**config.mk**
```make
export PLATFORM = sky130hd
export DESIGN_NAME = seven_segment_four_digit_formatter_core
export DESIGN_NICKNAME = d
export VERILOG_FILES = /design/src/rtl/core/ssfmt_pkg.sv /design/src/rtl/core/ssfmt_datapath.sv /design/src/rtl/core/ssfmt_ctrl.sv /design/src/rtl/core/seven_segment_four_digit_formatter_core.sv
export VERILOG_INCLUDE_DIRS = /design/src /design/src/rtl/core
export SDC_FILE = /design/constraint.sdc
export NUM_CORES = 1
export LEC_CHECK = 0
export BUFFER_PORTS_ARGS = -buffer_cell sky130_fd_sc_hd__buf_4
export CAP_MARGIN = 40
export CELL_PAD_IN_SITES_DETAIL_PLACEMENT = 1
export CELL_PAD_IN_SITES_GLOBAL_PLACEMENT = 1
export CORE_MARGIN = 2
export CORE_UTILIZATION = 42
export DETAILED_ROUTE_END_ITERATION = 6
export PLACE_DENSITY_LB_ADDON = 0.08
export RECOVER_POWER = 50
export SYNTH_ARGS = -nofsm -noshare
export SYNTH_HDL_FRONTEND = slang
export SYNTH_SLANG_ARGS = --single-unit
```
**constraint.sdc**
```tcl
create_clock -name i_clk -period 5.3 [get_ports i_clk]
set_input_delay 0.53 -clock i_clk [delete_from_list [all_inputs] [get_ports i_clk]]
set_output_delay 0.53 -clock i_clk [all_outputs]
set_load 0.02 [all_outputs]
```
**src/rtl/core/assert_macros.svh**
```systemverilog
// Assertion helpers shared by the core modules.
`ifndef ASSERT_MACROS_SVH
`define ASSERT_MACROS_SVH

// Check a same-cycle implication on every clock edge out of reset.
`define ASSERT_IMPL(label, ante, cons) \
    label: assert property (@(posedge i_clk) disable iff (!i_rst_n) (ante) |-> (cons)) \
        else $error("same-cycle check failed");

// Check an implication that lands on the following clock edge.
`define ASSERT_NEXT(label, ante, cons) \
    label: assert property (@(posedge i_clk) disable iff (!i_rst_n) (ante) |=> (cons)) \
        else $error("next-cycle check failed");

`endif

```
**src/rtl/core/ssfmt_pkg.sv**
```systemverilog
`default_nettype none

package ssfmt_pkg;

    // Command codes on the func field.
    typedef enum logic [1:0] {
        FUNC_TIME  = 2'd0,
        FUNC_TEMP  = 2'd1,
        FUNC_GLYPH = 2'd2,
        FUNC_SCAN  = 2'd3
    } t_func;

    typedef logic [3:0] t_glyph;

    // Special glyph indexes.
    localparam t_glyph GL_BLANK  = 4'd10;
    localparam t_glyph GL_DEGREE = 4'd11;
    localparam t_glyph GL_C      = 4'd12;
    localparam t_glyph GL_N      = 4'd13;
    localparam t_glyph GL_O      = 4'd14;

    localparam logic [7:0] TEMP_LIMIT = 8'd99;

    // Commands from the controller to the datapath.
    typedef struct packed {
        logic ld_time;
        logic ld_temp;
        logic ld_glyph;
        logic scan_clr;
        logic scan_adv;
        logic emit;
    } t_dp_cmd;

    // Status from the datapath to the controller.
    typedef struct packed {
        logic scan_last;
    } t_dp_stat;

    typedef struct packed {
        t_glyph tens;
        t_glyph units;
    } t_split;

    // Split a value below 128 into decimal tens and units (reciprocal multiply).
    function automatic t_split f_split10(input logic [6:0] v);
        logic [14:0] prod;
        logic [3:0]  tens;
        logic [6:0]  rest;
        t_split      res;
        prod      = 15'(v) * 15'd205;
        tens      = prod[14:11];
        rest      = v - (7'(tens) * 7'd10);
        res.tens  = tens;
        res.units = rest[3:0];
        return res;
    endfunction

    // Segment code for a glyph index; index 15 shows blank.
    function automatic logic [7:0] f_seg(input t_glyph g);
        logic [7:0] s;
        case (g)
            4'd0:    s = 8'h3F;
            4'd1:    s = 8'h06;
            4'd2:    s = 8'h5B;
            4'd3:    s = 8'h4F;
            4'd4:    s = 8'h66;
            4'd5:    s = 8'h6D;
            4'd6:    s = 8'h7D;
            4'd7:    s = 8'h07;
            4'd8:    s = 8'h7F;
            4'd9:    s = 8'h6F;
            4'd11:   s = 8'h63;
            4'd12:   s = 8'h39;
            4'd13:   s = 8'h54;
            4'd14:   s = 8'h5C;
            default: s = 8'h00;
        endcase
        return s;
    endfunction

endpackage

`default_nettype wire

```
**src/rtl/core/ssfmt_datapath.sv**
```systemverilog
`default_nettype none
`include "assert_macros.svh"

module ssfmt_datapath #(
    parameter int NUM_DIGITS = 4
) (
    input  wire logic               i_clk,
    input  wire logic               i_rst_n,
    input  wire ssfmt_pkg::t_dp_cmd i_cmd,
    output ssfmt_pkg::t_dp_stat     o_stat,
    input  wire logic [4:0]         i_hour,
    input  wire logic [5:0]         i_minute,
    input  wire logic [5:0]         i_second,
    input  wire logic [7:0]         i_temperature,
    input  wire logic               i_outdoor,
    input  wire logic [1:0]         i_position,
    input  wire logic [3:0]         i_glyph,
    output logic [7:0]              o_segment_bits,
    output logic [3:0]              o_digit_select,
    output logic                    o_colon_on,
    output logic                    o_last
);
    import ssfmt_pkg::*;

    localparam int CNT_W = (NUM_DIGITS > 1) ? $clog2(NUM_DIGITS) : 1;
    localparam logic [CNT_W-1:0] LAST_IDX = CNT_W'(NUM_DIGITS - 1);

    t_glyph           r_glyphs [NUM_DIGITS];
    logic             r_dots   [NUM_DIGITS];
    logic             r_colon;
    logic [CNT_W-1:0] r_cnt;
    logic [CNT_W-1:0] n_cnt;

    t_split           hour_sp;
    t_split           min_sp;
    t_split           temp_sp;
    logic             temp_neg;
    logic [7:0]       temp_mag;
    logic             temp_over;
    t_glyph           fix_g [4];
    logic             fix_d [4];

    // Split time and temperature into digits.
    assign hour_sp   = f_split10({2'b00, i_hour});
    assign min_sp    = f_split10({1'b0, i_minute});
    assign temp_neg  = i_temperature[7];
    assign temp_mag  = temp_neg ? (8'd0 - i_temperature) : i_temperature;
    assign temp_over = temp_mag > TEMP_LIMIT;
    assign temp_sp   = f_split10(temp_mag[6:0]);

    // Pick the glyph and dot for the four fixed positions.
    always_comb begin
        if (i_cmd.ld_time) begin
            fix_g[0] = hour_sp.tens;
            fix_g[1] = hour_sp.units;
            fix_g[2] = min_sp.tens;
            fix_g[3] = min_sp.units;
        end else if (temp_over) begin
            fix_g[0] = GL_N;
            fix_g[1] = GL_O;
            fix_g[2] = GL_BLANK;
            fix_g[3] = GL_BLANK;
        end else begin
            fix_g[0] = temp_sp.tens;
            fix_g[1] = temp_sp.units;
            fix_g[2] = GL_DEGREE;
            fix_g[3] = GL_C;
        end
        fix_d[0] = i_cmd.ld_temp & temp_neg;
        fix_d[1] = i_cmd.ld_temp & temp_neg;
        fix_d[2] = 1'b0;
        fix_d[3] = 1'b0;
    end

    // Update digit store; positions past the fourth only see dot clears.
    for (genvar gd = 0; gd < NUM_DIGITS; gd++) begin : g_digit
        if (gd < 4) begin : g_lo
            always_ff @(posedge i_clk) begin
                if (!i_rst_n) begin
                    r_glyphs[gd] <= '0;
                    r_dots[gd]   <= 1'b0;
                end else if (i_cmd.ld_time || i_cmd.ld_temp) begin
                    r_glyphs[gd] <= fix_g[gd];
                    r_dots[gd]   <= fix_d[gd];
                end else if (i_cmd.ld_glyph && (i_position == 2'(gd))) begin
                    r_glyphs[gd] <= i_glyph;
                end
            end
        end else begin : g_hi
            always_ff @(posedge i_clk) begin
                if (!i_rst_n) begin
                    r_glyphs[gd] <= '0;
                    r_dots[gd]   <= 1'b0;
                end else if (i_cmd.ld_time || i_cmd.ld_temp) begin
                    r_dots[gd]   <= 1'b0;
                end
            end
        end
    end

    // Hold the colon flag.
    always_ff @(posedge i_clk) begin
        if (!i_rst_n) begin
            r_colon <= 1'b0;
        end else if (i_cmd.ld_time) begin
            r_colon <= i_second[0];
        end else if (i_cmd.ld_temp) begin
            r_colon <= i_outdoor;
        end
    end

    // Advance the scan digit counter.
    always_comb begin
        n_cnt = r_cnt;
        if (i_cmd.scan_clr) begin
            n_cnt = '0;
        end else if (i_cmd.scan_adv) begin
            n_cnt = CNT_W'(r_cnt + 1'b1);
        end
    end

    always_ff @(posedge i_clk) begin
        if (!i_rst_n) begin
            r_cnt <= '0;
        end else begin
            r_cnt <= n_cnt;
        end
    end

    // Drive the current digit's beat.
    assign o_stat.scan_last = (r_cnt == LAST_IDX);
    assign o_segment_bits   = f_seg(r_glyphs[r_cnt]) | {r_dots[r_cnt], 7'b0};
    assign o_digit_select   = 4'b0001 << r_cnt;
    assign o_colon_on       = r_colon;
    assign o_last           = i_cmd.emit & o_stat.scan_last;

    `ASSERT_NEXT(a_cnt_step, i_cmd.scan_adv && !o_stat.scan_last && !i_cmd.scan_clr, r_cnt == CNT_W'($past(r_cnt) + 1'b1))
    `ASSERT_IMPL(a_sel_onehot, i_cmd.emit, $onehot0(o_digit_select))
    `ASSERT_NEXT(a_clr_first, i_cmd.scan_clr, r_cnt == '0)

endmodule

`default_nettype wire

```
**src/rtl/core/ssfmt_ctrl.sv**
```systemverilog
`default_nettype none
`include "assert_macros.svh"

module ssfmt_ctrl (
    input  wire logic                i_clk,
    input  wire logic                i_rst_n,
    input  wire logic                i_start,
    input  wire logic [1:0]          i_func,
    input  wire ssfmt_pkg::t_dp_stat i_stat,
    output ssfmt_pkg::t_dp_cmd       o_cmd,
    output logic                     o_busy,
    output logic                     o_valid
);
    import ssfmt_pkg::*;

    typedef enum logic [1:0] {
        S_IDLE = 2'b01,
        S_SCAN = 2'b10
    } t_state;

    t_state r_state;
    t_state n_state;
    logic   take;
    t_func  func;

    assign func = t_func'(i_func);
    assign take = (r_state == S_IDLE) && i_start;

    // Step through idle and the digit scan.
    always_comb begin
        n_state = r_state;
        case (r_state)
            S_IDLE: begin
                if (take && (func == FUNC_SCAN)) begin
                    n_state = S_SCAN;
                end
            end
            S_SCAN: begin
                if (i_stat.scan_last) begin
                    n_state = S_IDLE;
                end
            end
            default: n_state = S_IDLE;
        endcase
    end

    always_ff @(posedge i_clk) begin
        if (!i_rst_n) begin
            r_state <= S_IDLE;
        end else begin
            r_state <= n_state;
        end
    end

    // Issue datapath commands.
    assign o_cmd.ld_time  = take && (func == FUNC_TIME);
    assign o_cmd.ld_temp  = take && (func == FUNC_TEMP);
    assign o_cmd.ld_glyph = take && (func == FUNC_GLYPH);
    assign o_cmd.scan_clr = take && (func == FUNC_SCAN);
    assign o_cmd.scan_adv = (r_state == S_SCAN);
    assign o_cmd.emit     = (r_state == S_SCAN);
    assign o_busy         = (r_state != S_IDLE);
    assign o_valid        = o_cmd.emit;

    `ASSERT_NEXT(a_scan_ends, (r_state == S_SCAN) && i_stat.scan_last, r_state == S_IDLE)
    `ASSERT_NEXT(a_scan_enters, o_cmd.scan_clr, o_valid)
    `ASSERT_IMPL(a_no_load_busy, o_busy, !(o_cmd.ld_time || o_cmd.ld_temp || o_cmd.ld_glyph))

endmodule

`default_nettype wire

```
**src/rtl/core/seven_segment_four_digit_formatter_core.sv**
```systemverilog
`default_nettype none

// Four-digit seven-segment formatter. A command is taken when i_start is high
// and o_busy is low. Set-time, set-temperature and set-glyph commands update
// the digit store in the cycle they are taken and produce no output, so the
// next command may follow in the very next cycle. A refresh makes the block
// busy while the scan counter walks the digit store: each cycle carries one
// beat on the o_ ports, marked by o_valid, digit 0 first, with o_last on the
// final digit. The receiver cannot stall: every beat is present for exactly
// one cycle and must be taken.
module seven_segment_four_digit_formatter_core #(
    parameter int NUM_DIGITS = 4
) (
    input  wire logic       i_clk,
    input  wire logic       i_rst_n,
    input  wire logic       i_start,
    output logic            o_busy,
    input  wire logic [1:0] i_func,
    input  wire logic [4:0] i_hour,
    input  wire logic [5:0] i_minute,
    input  wire logic [5:0] i_second,
    input  wire logic [7:0] i_temperature,
    input  wire logic       i_outdoor,
    input  wire logic [1:0] i_position,
    input  wire logic [3:0] i_glyph,
    output logic            o_valid,
    output logic [7:0]      o_segment_bits,
    output logic [3:0]      o_digit_select,
    output logic            o_colon_on,
    output logic            o_last
);
    import ssfmt_pkg::*;

    t_dp_cmd  cmd;
    t_dp_stat stat;

    // Sequence commands and scans.
    ssfmt_ctrl u_ctrl (
        .i_clk   (i_clk),
        .i_rst_n (i_rst_n),
        .i_start (i_start),
        .i_func  (i_func),
        .i_stat  (stat),
        .o_cmd   (cmd),
        .o_busy  (o_busy),
        .o_valid (o_valid)
    );

    // Hold the digit store and format each digit.
    ssfmt_datapath #(
        .NUM_DIGITS (NUM_DIGITS)
    ) u_datapath (
        .i_clk          (i_clk),
        .i_rst_n        (i_rst_n),
        .i_cmd          (cmd),
        .o_stat         (stat),
        .i_hour         (i_hour),
        .i_minute       (i_minute),
        .i_second       (i_second),
        .i_temperature  (i_temperature),
        .i_outdoor      (i_outdoor),
        .i_position     (i_position),
        .i_glyph        (i_glyph),
        .o_segment_bits (o_segment_bits),
        .o_digit_select (o_digit_select),
        .o_colon_on     (o_colon_on),
        .o_last         (o_last)
    );

endmodule

`default_nettype wire

```
==> impl_metrics.toml <==
[synthesis]
synth_seq_cells = 25
yosys.area.top_type = "ha_1"
synth_commonest_cells = "ha_1 (98), inv_1 (71), nand2_1 (24)"
synth_area_mm2 = 0.00403
async_flop_share_pct = 0
ys.flop_type = "edfxtp_1"
synth_top_area_share_pct = 30.4
seq_area_frac_synth_pct = 16.6
netlist_top_cells_area = "ha_1 (30%), edfxtp_1 (13%), fa_1 (8.9%)"
synth_edf_count = 17
syn-num-nets = 585
ys_types = 59
syn_area_per_cell_um2 = 9.34
synth_cells = 432
synth_most_common_cell = "ha_1"
synth_warnings = 0

[global_route]
grt_max_degree = 16
grt_pass1_wl_um = 16000
grt_antenna_before_repair = 0
grtUsageTotal_pct = 19.2
grt_pass1_vias = 3452
overflow = 0

[pwr]
power_density_mw_per_mm2 = 301
ir_drop_mv = 0.235
power_w = 0.00149
p_leak_nw = 2.52

[sta]
fin_skew_ns = 0.00315
period_share_pct = 97.5
worstMarginPinSlew_ns = 0.755
finalHoldViolations = 0
setup_ws_ns = 0.131
slew_viol_final = 0
finalSetupViolCount = 0
hold_slack_ns = 0.497
fin_crit_ns = 5.17
fmax_mhz = 193
tns_ns = 0
relSlewSlack_pct = 49.6
rsz0062_at_grt = "true"

[route]
routed_wl_um = 9770
vias = 3268
drcViolationCount = 0
firstDrtPassIters = 4
wire_per_inst_um = 15.2
drtIter0Drc = 55
viasPerCell = 5.10
final_antenna_net_count = 0

[worst_setup_path]
path_class = "in2reg"
crit_buf_inv = 6
crit_family = "adder cells"
cp.arrival_ns = 5.19
crit_path_start_kind = "input pin"
cpMaxStageDelayCell = "fa_1"
crit_path_end_kind = "flop"
required_ns = 5.32
path_cells = "buf_6 > or3_4 > or3_4 > nand2_4 > xor2_4 > inv_4 > ha_4 > fa_1 > inv_2 > ha_4 > inv_2 > fa_1 > inv_1 > ha_1 > nand2_1 > nor2_2 > a21oi_2 > buf_4 > xnor2_4 > ha_2 > fa_2 > xnor2_2 > xnor3_1 > a31oi_1"
critical-path-max-stage-delay_ns = 0.50
path_max_fanout = 4

[clock_tree]
cts_made_buffers = 3
clock_path_buffers = 2
root_buffer = "clkbuf_8"
clock-sinks = 25
cts_tree = "done"
insertion_delay_ns = 0.27
clk_pin_slew_worst_paths_ns = 0.08
hold_buffers = 0
h-tree-depth = 1

[placement]
place_hpwl_um = 8520
io_buffers = 47
place_congestion = 0.834
pre_cts_slack_ns = -0.458

[finish]
nNetsFinal = 666
fillers = 1097
antenna_cells = 0
syn_to_final_growth_pct = 22.5
drive_gt1_share_pct = 23.8

[die]
dieArea_mm2 = 0.0104
row_count = 35
core-area_mm2 = 0.00928
chipWidth_um = 102
dieHeight_um = 102
ios = 53
start_util_pct = 43.5

[status]
outcome = "finished clean"

[flow_run]
drv_cap = 0

[min_path]
hold_path.class = "reg2reg"
==> power by group <==
group          leakage, nW  switching [W]  internal, W
logic                 2.25       0.000559     0.000588
clock network       0.0255      0.0000576    0.0000526
registers            0.246     0.00000475     0.000227
==> area by class of cell <==
cell class | instances | area [um2] | area share (%)
multi-input cells | 329 | 3200 | 64.7
flip-flops and latches | 25 | 671 | 13.6
repair buffers | 82 | 593 | 12.0
inverters | 72 | 273 | 5.52
well taps | 129 | 161 | 3.27
clock buffers | 3 | 41.3 | 0.836
clock inverters | 1 | 5.00 | 0.101
==> cells by family (layout without fill, tap and decap cells) <==
family,Yosys count,after routing,synth area share [%]
buffers and inverters,78,158,7.60
XOR/XNOR,24,24,5.92
multiplexers,9,9,3.47
adder cells (fa/ha/maj),116,116,39.3
AO/OA/AOI/OAI,82,82,13.6
AND/OR/NAND/NOR,98,98,13.4
flip-flops,25,25,16.6
==> registers in the layout, indices dropped and copies added (netlist names), named ones only <==
| register | flops |
|---|---|
| u_datapath.r_cnt | 2 |
| u_datapath.r_glyphs | 16 |
| u_ctrl.r_state | 2 |
| u_datapath.r_dots | 2 |
| u_datapath.o_colon_on | 1 |
==> what timing repair did <==
item	in CTS	in global routing
endpoints found under the hold margin	0	0
endpoints found under the setup margin	2	3
buffers inserted	2	2
resized for setup	7	21
pin swaps	4	19
==> metal layers <==
layer / GRT usage (%) / vias to the layer above / wire length (um)
li1: - / 1646 / -
met1: 25.9 / 1587 / 4510
met2: 34.6 / 30 / 5080
met3: 0.684 / 5 / 115
met4: 3.49 / 0 / 62
met5: 0 / - / 0
==> cell usage in the layout (no fill, tap or decap), types with 3 or more instances in the layout <==
cell type / instances
nor3b_1: 3
clkbuf_8: 3
inv_1: 67
dfxtp_1: 8
ha_1: 94
mux2i_1: 5
o211ai_1: 3
a21o_1: 9
xor2_1: 5
o21ai_0: 21
xnor2_1: 14
a211oi_1: 4
or2_2: 3
nor2b_1: 5
nand2_1: 23
ha_4: 3
and2_0: 3
a21oi_1: 14
buf_4: 72
nor2_1: 21
a21oi_2: 4
inv_2: 4
o21a_1: 3
nor3_1: 3
mux4_2: 4
o31ai_1: 3
and3_1: 4
nand2b_1: 9
clkbuf_1: 8
nand3_1: 4
edfxtp_1: 17
fa_1: 17
nand3b_1: 3
==> path summary, 6_finish.rpt <==
check | from | end | slack, ns | depth (start not counted)
worst max-delay path | i_temperature[4] | u_datapath.r_glyphs[1][3] | 0.13 | 24
worst min register to register | u_datapath.r_dots[2] | u_datapath.r_dots[2] | 0.50 | 1
worst min-delay path | u_datapath.r_dots[2] | u_datapath.r_dots[2] | 0.50 | 1
worst max register to register | u_ctrl.r_state[0] | u_datapath.r_glyphs[0][2] | 2.85 | 5
==> metrics by stage <==
stage | utilization [%] | cells | cell area [um2]
after floorplan | - | 432 | 4050
after global placement | 51.3 | 633 | 4760
after detailed placement | 51.3 | 633 | 4760
after CTS | 52.2 | 639 | 4840
after global routing | 53.2 | 641 | 4940
final | 53.2 | 641 | 4940
(Power assumes the default switching activity.)
